`src/design/bnd_pkg.sv`:
```
// Shared types, register indexes and constants for the Bayer 3x3 demosaic.
// No dependencies; bnd_ctrl, bnd_dp, the top level and the checker import this package.
package bnd_pkg;

    localparam int DEFAULT_MAX_WIDTH = 4096;
    localparam int CFG_INDEX_W = 3;
    localparam int CFG_DATA_W = 16;
    localparam int SUM_W = 20;       // 9 * 65535 fits in 20 bits
    localparam int CNT_W = 4;        // up to 9 cells per colour
    localparam int ACC_W = 32;

    localparam logic [CFG_INDEX_W-1:0] REG_FRAME_WIDTH = 3'd0;
    localparam logic [CFG_INDEX_W-1:0] REG_FRAME_HEIGHT = 3'd1;
    localparam logic [CFG_INDEX_W-1:0] REG_SAMPLE_BIAS = 3'd2;
    localparam logic [CFG_INDEX_W-1:0] REG_SWAP_BYTES = 3'd3;
    localparam logic [CFG_INDEX_W-1:0] REG_BAYER_PATTERN = 3'd4;
    localparam logic [CFG_INDEX_W-1:0] REG_MONO_MODE = 3'd5;

    localparam logic [1:0] CLR_RED = 2'd0;
    localparam logic [1:0] CLR_GREEN = 2'd1;
    localparam logic [1:0] CLR_BLUE = 2'd2;
    localparam logic [1:0] CLR_GREEN_ALT = 2'd3;

    localparam logic FUNC_PIXEL = 1'b0;
    localparam logic FUNC_DRAIN = 1'b1;

    typedef struct packed {
        logic        func;
        logic [15:0] raw_sample;
    } bnd_in_t;

    typedef struct packed {
        logic [15:0] gray;
        logic [15:0] red;
        logic [15:0] green;
        logic [15:0] blue;
        logic        frame_last;
    } bnd_out_t;

    // Controller to datapath commands
    typedef struct packed {
        logic       capture;
        logic       exec;
        logic       sum;
        logic       div_step;
        logic       mul_step;
        logic [1:0] mul_sel;
        logic       load_out;
    } bnd_cmd_t;

    // Datapath to controller status
    typedef struct packed {
        logic emit;
        logic mono_result;
        logic out_free;
    } bnd_sts_t;

    // Fixed-point luma weights, scaled by 2^16
    function automatic logic [15:0] luma_coef(input logic [1:0] sel);
        logic [15:0] c;
        unique case (sel)
            CLR_RED:   c = 16'd13933;
            CLR_GREEN: c = 16'd46871;
            CLR_BLUE:  c = 16'd4732;
            default:   c = 16'd0;
        endcase
        return c;
    endfunction

endpackage

```
`src/design/bnd_ctrl.sv`:
```
// Sequencer for the demosaic: accept, step, sum, divide, luma, deliver.
// Depends on bnd_pkg.
module bnd_ctrl (
    input  logic              clk,
    input  logic              rst_n,
    input  logic              in_valid,
    output logic              in_stall,
    input  bnd_pkg::bnd_sts_t sts,
    output bnd_pkg::bnd_cmd_t cmd
);
    import bnd_pkg::*;

    localparam logic [2:0] ST_IDLE = 3'd0;
    localparam logic [2:0] ST_EXEC = 3'd1;
    localparam logic [2:0] ST_SUM  = 3'd2;
    localparam logic [2:0] ST_DIV  = 3'd3;
    localparam logic [2:0] ST_MUL  = 3'd4;
    localparam logic [2:0] ST_OUT  = 3'd5;

    localparam int STEP_W = $clog2(SUM_W);
    localparam logic [STEP_W-1:0] DIV_LAST = STEP_W'(SUM_W - 1);
    localparam logic [STEP_W-1:0] MUL_LAST = STEP_W'(2);

    logic [2:0]        state_reg, state_next;
    logic [STEP_W-1:0] step_reg, step_next;

    assign in_stall = (state_reg != ST_IDLE);

    always_comb
    begin
        state_next = state_reg;
        step_next = step_reg;
        cmd = '0;
        unique case (state_reg)
            ST_IDLE:
            begin
                if (in_valid)
                begin
                    cmd.capture = 1'b1;
                    state_next = ST_EXEC;
                end
            end
            ST_EXEC:
            begin
                cmd.exec = 1'b1;
                priority if (sts.mono_result)
                begin
                    state_next = ST_OUT;
                end
                else if (sts.emit)
                begin
                    state_next = ST_SUM;
                end
                else
                begin
                    state_next = ST_IDLE;
                end
            end
            ST_SUM:
            begin
                cmd.sum = 1'b1;
                step_next = '0;
                state_next = ST_DIV;
            end
            ST_DIV:
            begin
                cmd.div_step = 1'b1;
                step_next = step_reg + 1'b1;
                if (step_reg == DIV_LAST)
                begin
                    step_next = '0;
                    state_next = ST_MUL;
                end
            end
            ST_MUL:
            begin
                cmd.mul_step = 1'b1;
                cmd.mul_sel = step_reg[1:0];
                step_next = step_reg + 1'b1;
                if (step_reg == MUL_LAST)
                begin
                    state_next = ST_OUT;
                end
            end
            ST_OUT:
            begin
                if (sts.out_free)
                begin
                    cmd.load_out = 1'b1;
                    state_next = ST_IDLE;
                end
            end
            default:
            begin
                state_next = ST_IDLE;
            end
        endcase
    end

    always_ff @(posedge clk or negedge rst_n)
    begin
        if (!rst_n)
        begin
            state_reg <= ST_IDLE;
            step_reg <= '0;
        end
        else
        begin
            state_reg <= state_next;
            step_reg <= step_next;
        end
    end

endmodule

```
`config.mk`:
```
export PLATFORM = sky130hd
export DESIGN_NAME = bnd_ctrl
export DESIGN_NICKNAME = d
export VERILOG_FILES = /design/src/design/bnd_pkg.sv /design/src/design/bnd_ctrl.sv
export SDC_FILE = /design/constraint.sdc
export NUM_CORES = 1
export LEC_CHECK = 0
export ABC_AREA = 0
export BUFFER_PORTS_ARGS = -buffer_cell sky130_fd_sc_hd__buf_2
export CORE_MARGIN = 3
export CORE_UTILIZATION = 30
export DETAILED_ROUTE_END_ITERATION = 16
export GPL_TIMING_DRIVEN = 0
export PLACE_DENSITY_LB_ADDON = 0.08
export SLEW_MARGIN = 0
export SYNTH_ARGS = -nofsm -noshare
export SYNTH_HDL_FRONTEND = slang
export SYNTH_SLANG_ARGS = --single-unit
```
`constraint.sdc`:
```
create_clock -name clk -period 1.7 [get_ports clk]
set_clock_uncertainty 0.1 [all_clocks]
set_input_delay 0.255 -clock clk [delete_from_list [all_inputs] [get_ports clk]]
set_output_delay 0.255 -clock clk [all_outputs]
set_load 0.01 [all_outputs]
```
== After elaboration in Yosys (flattened, before gate mapping) ==
Index checks and enable logic that the tools add are counted.

* Logic and storage cells: 35
* Output and inout bits: 9
* Bits of input ports: 6
* Flip-flop bits (word level): 8

* Multiplexer cells: 17
* Equal/unequal tests: 11
* Reductions and logical operators: 4
* Add/subtract/negate cells: 1

{| class="wikitable"
|+ Operators by type and width
! cell !! count
|-
| $mux W3 || 6
|-
| $pmux W3 S6 || 1
|-
| $pmux W5 S3 || 1
|-
| $ne A2 B2 Y1 const B || 4
|-
| $mux W1 || 7
|-
| $eq A3 B2 Y1 const B || 2
|-
| $eq A3 B3 Y1 const B || 2
|-
| $reduce_bool A3 Y1 || 2
|-
| $add A5 B1 Y5 const B || 1
|-
| $eq A5 B2 Y1 const B || 1
|-
| $eq A5 B5 Y1 const B || 1
|-
| $mux W5 || 1
|-
| $reduce_and A4 Y1 || 1
|-
| $eq A3 B1 Y1 const B || 1
|-
| $logic_not A3 Y1 || 1
|-
| $mux W2 || 1
|}

== Depth between registers and ports, before layout ==
Gate-level depths: netlist (run 1).

* Depth after elaboration: 3
* Depth in mapped cells: 6
* Mapped depth without buffers: 6

== Least setup slack after synthesis (run 1) ==
Ideal clock, no wire load.

* Path type: register -> register
* From: reg step_reg[0]
* To: reg state_reg[0]
* Data arrival time: 1.294 ns
* Clock period less this slack: 1.520 ns
* Path slack: 0.180 ns
* Path buffers: 0
* Required time: 1.474 ns
* Cell stages (with the launch flop): 5
* Library setup time: 0.126 ns
* Cell sequence: dfrtp_1 -> ha_1 -> nand4bb_4 -> or2_4 -> a221o_1

* Cells in the longest elaborated chain, start to end: 3
* Elaborated cells between the ends (all ways): 5
* Those cells by class: eq/ne: 4; reduce/logical: 1

{| class="wikitable"
|+ Ends and longest elaborated chain
! item !! RTL line !! RTL
|-
| start, declared || bnd_ctrl.sv:25 || <nowiki>logic [STEP_W-1:0] step_reg, step_next;</nowiki>
|-
| start signal, assigned || bnd_ctrl.sv:110 || <nowiki>step_reg <= step_next;</nowiki>
|-
| $eq A5 B2 Y1 / $eq A5 B5 Y1 (equally long branches) || bnd_ctrl.sv:80, bnd_ctrl.sv:69 ||
|-
| $ne A2 B2 Y1 (no line) || n/a ||
|-
| $reduce_and A4 Y1 (no line) * || n/a ||
|-
| end signal, assigned || bnd_ctrl.sv:109 || <nowiki>state_reg <= state_next;</nowiki>
|-
| end, declared || bnd_ctrl.sv:24 || <nowiki>logic [2:0] state_reg, state_next;</nowiki>
|}

Every way passes the cells marked *; elsewhere a longest branch is shown, timed or not.
A chain may end at the register's enable or synchronous reset.

==> flow_summary.toml, run 1 <==
[timing]
setup_viol = 0
timing.fmax_mhz = 607.1
slew-limit-headroom_pct = 81.72
rsz0062_at_grt = "yes"
fin_ws_ns = 0.05277
maxSlewViolCount = 0
hold_viol_final = 0
tightest_slew_ns = 0.2704
hold_ws_ns = 0.1916
finalCritPeriodShare_pct = 96.90
period_minus_slack_ns = 1.647

[critical_path]
crit_type = "flip-flop to primary output"
reg2reg_from = "step_reg[0]"
reg2reg_to = "state_reg[0]"
cp.arrival_ns = 1.29
end_kind = "primary output"
start_kind = "flip-flop"
rr_worst_depth = 4
critical_path_required_ns = 1.34
r2r_setup_slack_ns = 0.08
path_max_fanout = 7

[power_and_ir_drop]
p_comb_share_pct = 61.5
ir_drop_uv = 765.5
total_leakage_power_uw = 0.0003605
switching_share_pct = 47.85
p_sw_uw = 747.4
power.density_nw_per_um2 = 1917
p_int_uw = 814.4
power_frac_clock_pct = 10.2
power_frac_seq_pct = 28.3

[layout]
final_cells = 124
multiInputGateArea_um2 = 412.9
layout-drive-gt1-share_pct = 38.14
final_cell_mix = "16 x buf_2, 9 x nor2_1, 5 x inv_1, 5 x nand2_1, 5 x a21oi_1"
nFillCells = 221
final_common_cell = "buf_2"
fin_area_um2 = 814.5
largest_reg_flops = 5
postLayoutCoreUtil_pct = 40.69
diodes = 0
ff_latch_area_um2 = 205.2
fin_nets = 107
syn2layout_area_growth_pct = 25.19

[synth]
synth_cells = 79
synth.distinct_cells = 33
yosysWarnings = 0
synth_ff_type = "dfrtp_1"
synthArstFlopShare_pct = 100.0
synth_seq_cells = 8
seq_area_frac_synth_pct = 30.77
syn-mean-instance-area_um2 = 8.236
synth-edff-count = 0
netlist_area_um2 = 650.6
syn_nets = 87

[hold_path]
holdCritStartpoint = "sts[1]"
holdPathStages = 2
min_to = "state_reg[0]"
worst_hold_path_type = "input port to flip-flop"

[detailed_routing]
first_pass_iters = 4
drt_iter0_drc = 14
wirelength_um = 1748
drc = 0
wl_per_cell_um = 14.10
via_count = 660
postRouteAntennaNets = 0
routed_via_density = 5.323

[die]
die_h_um = 52.57
fp.coreArea_um2 = 2002
die-area_um2 = 2764
start_util_pct = 32.50
die_w_um = 52.57
row_count = 16
ioPinCount = 15

[global_routing]
grt_overflow = 0
grtUsageMet2_pct = 19.83
use_met3_pct = 3.419
grt_use_total_pct = 14.07
grtUsageMet1_pct = 19.83
antenna_found_initial = 0
grt_busiest_layer = "met2"
grt_pass1_vias = 571
grt_max_degree = 11
grt_first_pass_wirelength_um = 2822

[clock_network]
htreeDepth = 1
clk_pin_slew_ns = 0.06
cts_setup_buffers = 0
cts_buffer_depth = 2
cts_buffers = 3
clock_sinks = 8
cts_root_buf = "clkbuf_4"
clkLatencyLatePin_ns = 0.26
tritoncts = "done"

[placement]
postPlaceCellArea_um2 = 754.5
port_buffers = 14
pre_cts_slack_ns = 0.001498
gp_congestion = 0.7740
dp_hpwl_um = 1287
dpl.cell_count = 120

[flow_run]
drv_cap = 0

[run_status]
status = "finished, final reports clean"
cells by family (layout without fill, tap and decap cells):
group,count (synthesis),in the layout,share of synthesized area (%)
AND/OR/NAND/NOR,36,36,32.50
buffers and inverters,10,28,9.231
adder cells (fa/ha/maj),2,2,3.846
AO/OA/AOI/OAI,23,23,23.66
flip-flops,8,8,30.77
final cells by class:
cell class / instances / area share [%]
plain buffers: 4 / 3.994
flip-flops and latches: 8 / 25.19
repair buffers: 15 / 9.831
well taps: 27 / 4.147
clock buffers: 3 / 2.765
multi-input cells: 61 / 50.69
inverters: 6 / 3.379
power groups by stage:
stage / Clock [µW] / Combinational, µW / Sequential (µW)
after global routing: 169 / 1070 / 455
after floorplan: 0 / 711 / 391
final: 160 / 960 / 442
after global placement: 0 / 917 / 433
after detailed placement: 0 / 921 / 429
after CTS: 162 / 943 / 428
worst max path at each step:
stage / start / to / slack, ns / cells past startpoint
after floorplan: step_reg[0] / state_reg[0] / 0.18 / 4
after global placement: step_reg[0] / state_reg[0] / -0.007 / 4
after detailed placement: step_reg[0] / state_reg[0] / 0.001 / 4
after CTS: state_reg[2] / cmd[4] / 0.006 / 3
after global routing: state_reg[0] / cmd[2] / -0.002 / 4
final: state_reg[2] / cmd[6] / 0.05 / 4
what timing repair did:
action,CTS,global route
setup endpoints to repair,4,7
pin swaps,0,0
gates resized for setup,4,7
cloned,0,0
hold buffers,1,0
hold endpoints to repair,8,0
layer usage:
| layer | vias up | wire length [µm] |
|---|---|---|
| li1 | 327 | - |
| met1 | 306 | 849 |
| met2 | 23 | 761 |
| met3 | 4 | 112 |
| met4 | 0 | 24 |
| met5 | - | 0 |
per-stage QoR:
stage          setup TNS [ns]  total power (µW)
3_5_place_dp                0              1350
5_1_grt             -0.002172              1694
6_report                    0              1562
4_1_cts                     0              1533
3_3_place_gp        -0.007447              1350
2_1_floorplan               0              1102
synthesized netlist by cell type, types with 2 or more instances:
library cell	number	area (µm²)
nand2_1	5	18.77
dfrtp_1	8	200.2
and3_1	2	12.51
o21ai_1	2	10.01
inv_1	5	18.77
o22ai_1	2	12.51
a21oi_1	5	25.02
nand2b_1	3	18.77
nand3_1	3	15.01
o21ai_0	3	15.01
buf_2	2	10.01
nor4b_1	2	17.52
buf_6	2	22.52
nor2_1	12	45.04
ha_1	2	25.02
nor3_1	3	15.01
nand4_1	2	12.51
critical path, stage by stage (launching register included):
cell,delay (ns)
dfrtp_2,0.47
nor2_2,0.19
inv_1,0.09
nor2_1,0.12
buf_2,0.15
Note: power is estimated with default switching activity, not from simulation.
==> run 2: changes to the inputs <==
--- a/config.mk
+++ b/config.mk
@@ -6,10 +6,10 @@
 export NUM_CORES = 1
 export LEC_CHECK = 0
 export ABC_AREA = 0
-export BUFFER_PORTS_ARGS = -buffer_cell sky130_fd_sc_hd__buf_2
 export CORE_MARGIN = 3
 export CORE_UTILIZATION = 30
 export DETAILED_ROUTE_END_ITERATION = 16
+export DONT_BUFFER_PORTS = 1
 export GPL_TIMING_DRIVEN = 0
 export PLACE_DENSITY_LB_ADDON = 0.08
 export SLEW_MARGIN = 0
==> run 2 against run 1 <==
  * Final area fell by 8.6%
  * Worst setup slack improved by 0.041 ns
  * First-iteration DRC count rose by 21%
  * Routed wire length fell by 0.51%
  * Sequential share of layout area rose by 2.0 points
  * Flip-flop and latch count did not move
  * Sequential power barely moved
  * Largest cell class unchanged
==> flow_summary.toml, run 2 (synthesis results as in run 1) <==
[run_status]
status = "finished, final reports clean"

[clock_network]
clkLatencyLatePin_ns = 0.25
clock_sinks = 8
cts_buffer_depth = 2
clk_pin_slew_ns = 0.06
cts_setup_buffers = 0
cts_buffers = 3
cts_root_buf = "clkbuf_4"
tritoncts = "done"
htreeDepth = 1

[placement]
dpl.cell_count = 106
gp_congestion = 0.7904
postPlaceCellArea_um2 = 684.4
dp_hpwl_um = 1305
port_buffers = 0

[die]
die-area_um2 = 2764
row_count = 16
die_w_um = 52.57
fp.coreArea_um2 = 2002
start_util_pct = 32.50
die_h_um = 52.57
ioPinCount = 15

[timing]
finalCritPeriodShare_pct = 94.51
period_minus_slack_ns = 1.607
tightest_slew_ns = 0.4192
timing.fmax_mhz = 622.4
maxSlewViolCount = 0
setup_viol = 0
rsz0062_at_grt = "no"
hold_viol_final = 0
final.setup.tns_ns = 0
slew-limit-headroom_pct = 71.96

[detailed_routing]
drc = 0
wirelength_um = 1739
postRouteAntennaNets = 0
wl_per_cell_um = 15.81
via_count = 600
routed_via_density = 5.455
first_pass_iters = 4
drt_iter0_drc = 17

[critical_path]
path_cells = "ha_2 > nand4bb_4 > or2_4 > a221o_1"
crit_type = "flip-flop to flip-flop"
path_delay_family = "simple AND/OR/NAND/NOR gates"
start_kind = "flip-flop"
end_kind = "flip-flop"
cp.arrival_ns = 1.65
slowest_delay_ns = 0.42
critical_path_buf_inv_count = 0
path_max_fanout = 6
critical_path_required_ns = 1.74
slowest_stage = "dfrtp_2"

[global_routing]
grt_first_pass_wirelength_um = 2898
grt_max_degree = 11
grt_overflow = 0
grt_use_total_pct = 14.46
antenna_found_initial = 0
grt_pass1_vias = 593

[hold_path]
worst_hold_path_type = "input port to flip-flop"

[power_and_ir_drop]
power.density_nw_per_um2 = 1999
power.total_uw = 1488
total_leakage_power_uw = 0.0002982
ir_drop_uv = 622.0

[layout]
layout-drive-gt1-share_pct = 25.30
syn2layout_area_growth_pct = 14.42
fin_area_um2 = 744.5
final_common_cell = "nor2_1"
nFillCells = 225
final_cell_mix = "8 x nor2_1, 6 x dfrtp_1, 5 x inv_1, 5 x nand2_1, 5 x a21oi_1"
diodes = 0
largest_reg_flops = 5
final_cells = 110
fin_nets = 93

[flow_run]
drv_cap = 0
-- run 2: cell count changes in the layout (fill, tap and decap cells not counted) --
cell,before,now
clkbuf_4,3,4
nand2b_1,2,3
dfrtp_2,4,2
dfrtp_1,4,6
nand2b_2,1,0
nor2_1,9,8
buf_2,16,1
nor2_2,3,4
-- run 2: metal layers --
layer	GRT usage (%)	share of wire [%]	vias to the layer above
met2	21.07	46	13
met1	20.17	48	288
li1	-	-	297
met5	0	0	-
met3	3.134	5.1	2
met4	6.383	0.52	0
-- run 2: final timing paths --
path | from | end | cells past startpoint | slack [ns]
worst max-delay path | step_reg[0] | state_reg[0] | 4 | 0.09
worst min-delay path | sts[1] | state_reg[0] | 1 | 0.05
worst max register to register | step_reg[0] | state_reg[0] | 4 | 0.09
worst min register to register | step_reg[0] | step_reg[0] | 1 | 0.45
max in group asynchronous | rst_n | step_reg[1] | 1 | 0.91
min in group asynchronous | rst_n | state_reg[0] | 1 | 0.27
-- run 2: metrics by stage --
| step | setup slack [ns] | utilization (%) | hold WS [ns] |
|---|---|---|---|
| 6_report | 0.09328 | 37.19 | 0.04902 |
| 5_1_grt | 0.008592 | 37.19 | 0.03825 |
| 4_1_cts | 0.004947 | 36.19 | 0.04162 |
| 3_5_place_dp | 0.001810 | 34.19 | -0.1403 |
| 3_3_place_gp | -0.01346 | 34.19 | -0.1403 |
| 2_1_floorplan | 0.1798 | - | -0.1406 |
-- run 2: layout make-up --
type,count,area [µm²],area share (%)
multi-input combinational,61,412.9,55.46
sequential,8,202.7,27.23
buffer,4,35.03,4.706
tap,27,33.78,4.538
inverter,6,27.53,3.697
clock buffer,3,22.52,3.025
timing repair buffer,1,10.01,1.345
-- run 2: what timing repair did --
| item | CTS | global route |
|---|---|---|
| gates resized for setup | 2 | 8 |
| setup endpoints to repair | 2 | 5 |
| pin swaps | 0 | 0 |
| endpoints found under the hold margin | 8 | 0 |
| hold buffers | 1 | 0 |
| gates cloned | 0 | 0 |
-- run 2: power breakdown --
group	internal, µW	switching (µW)	total (µW)
combinational	397	501	898
clock	81.2	69.4	151
sequential	287	152	439
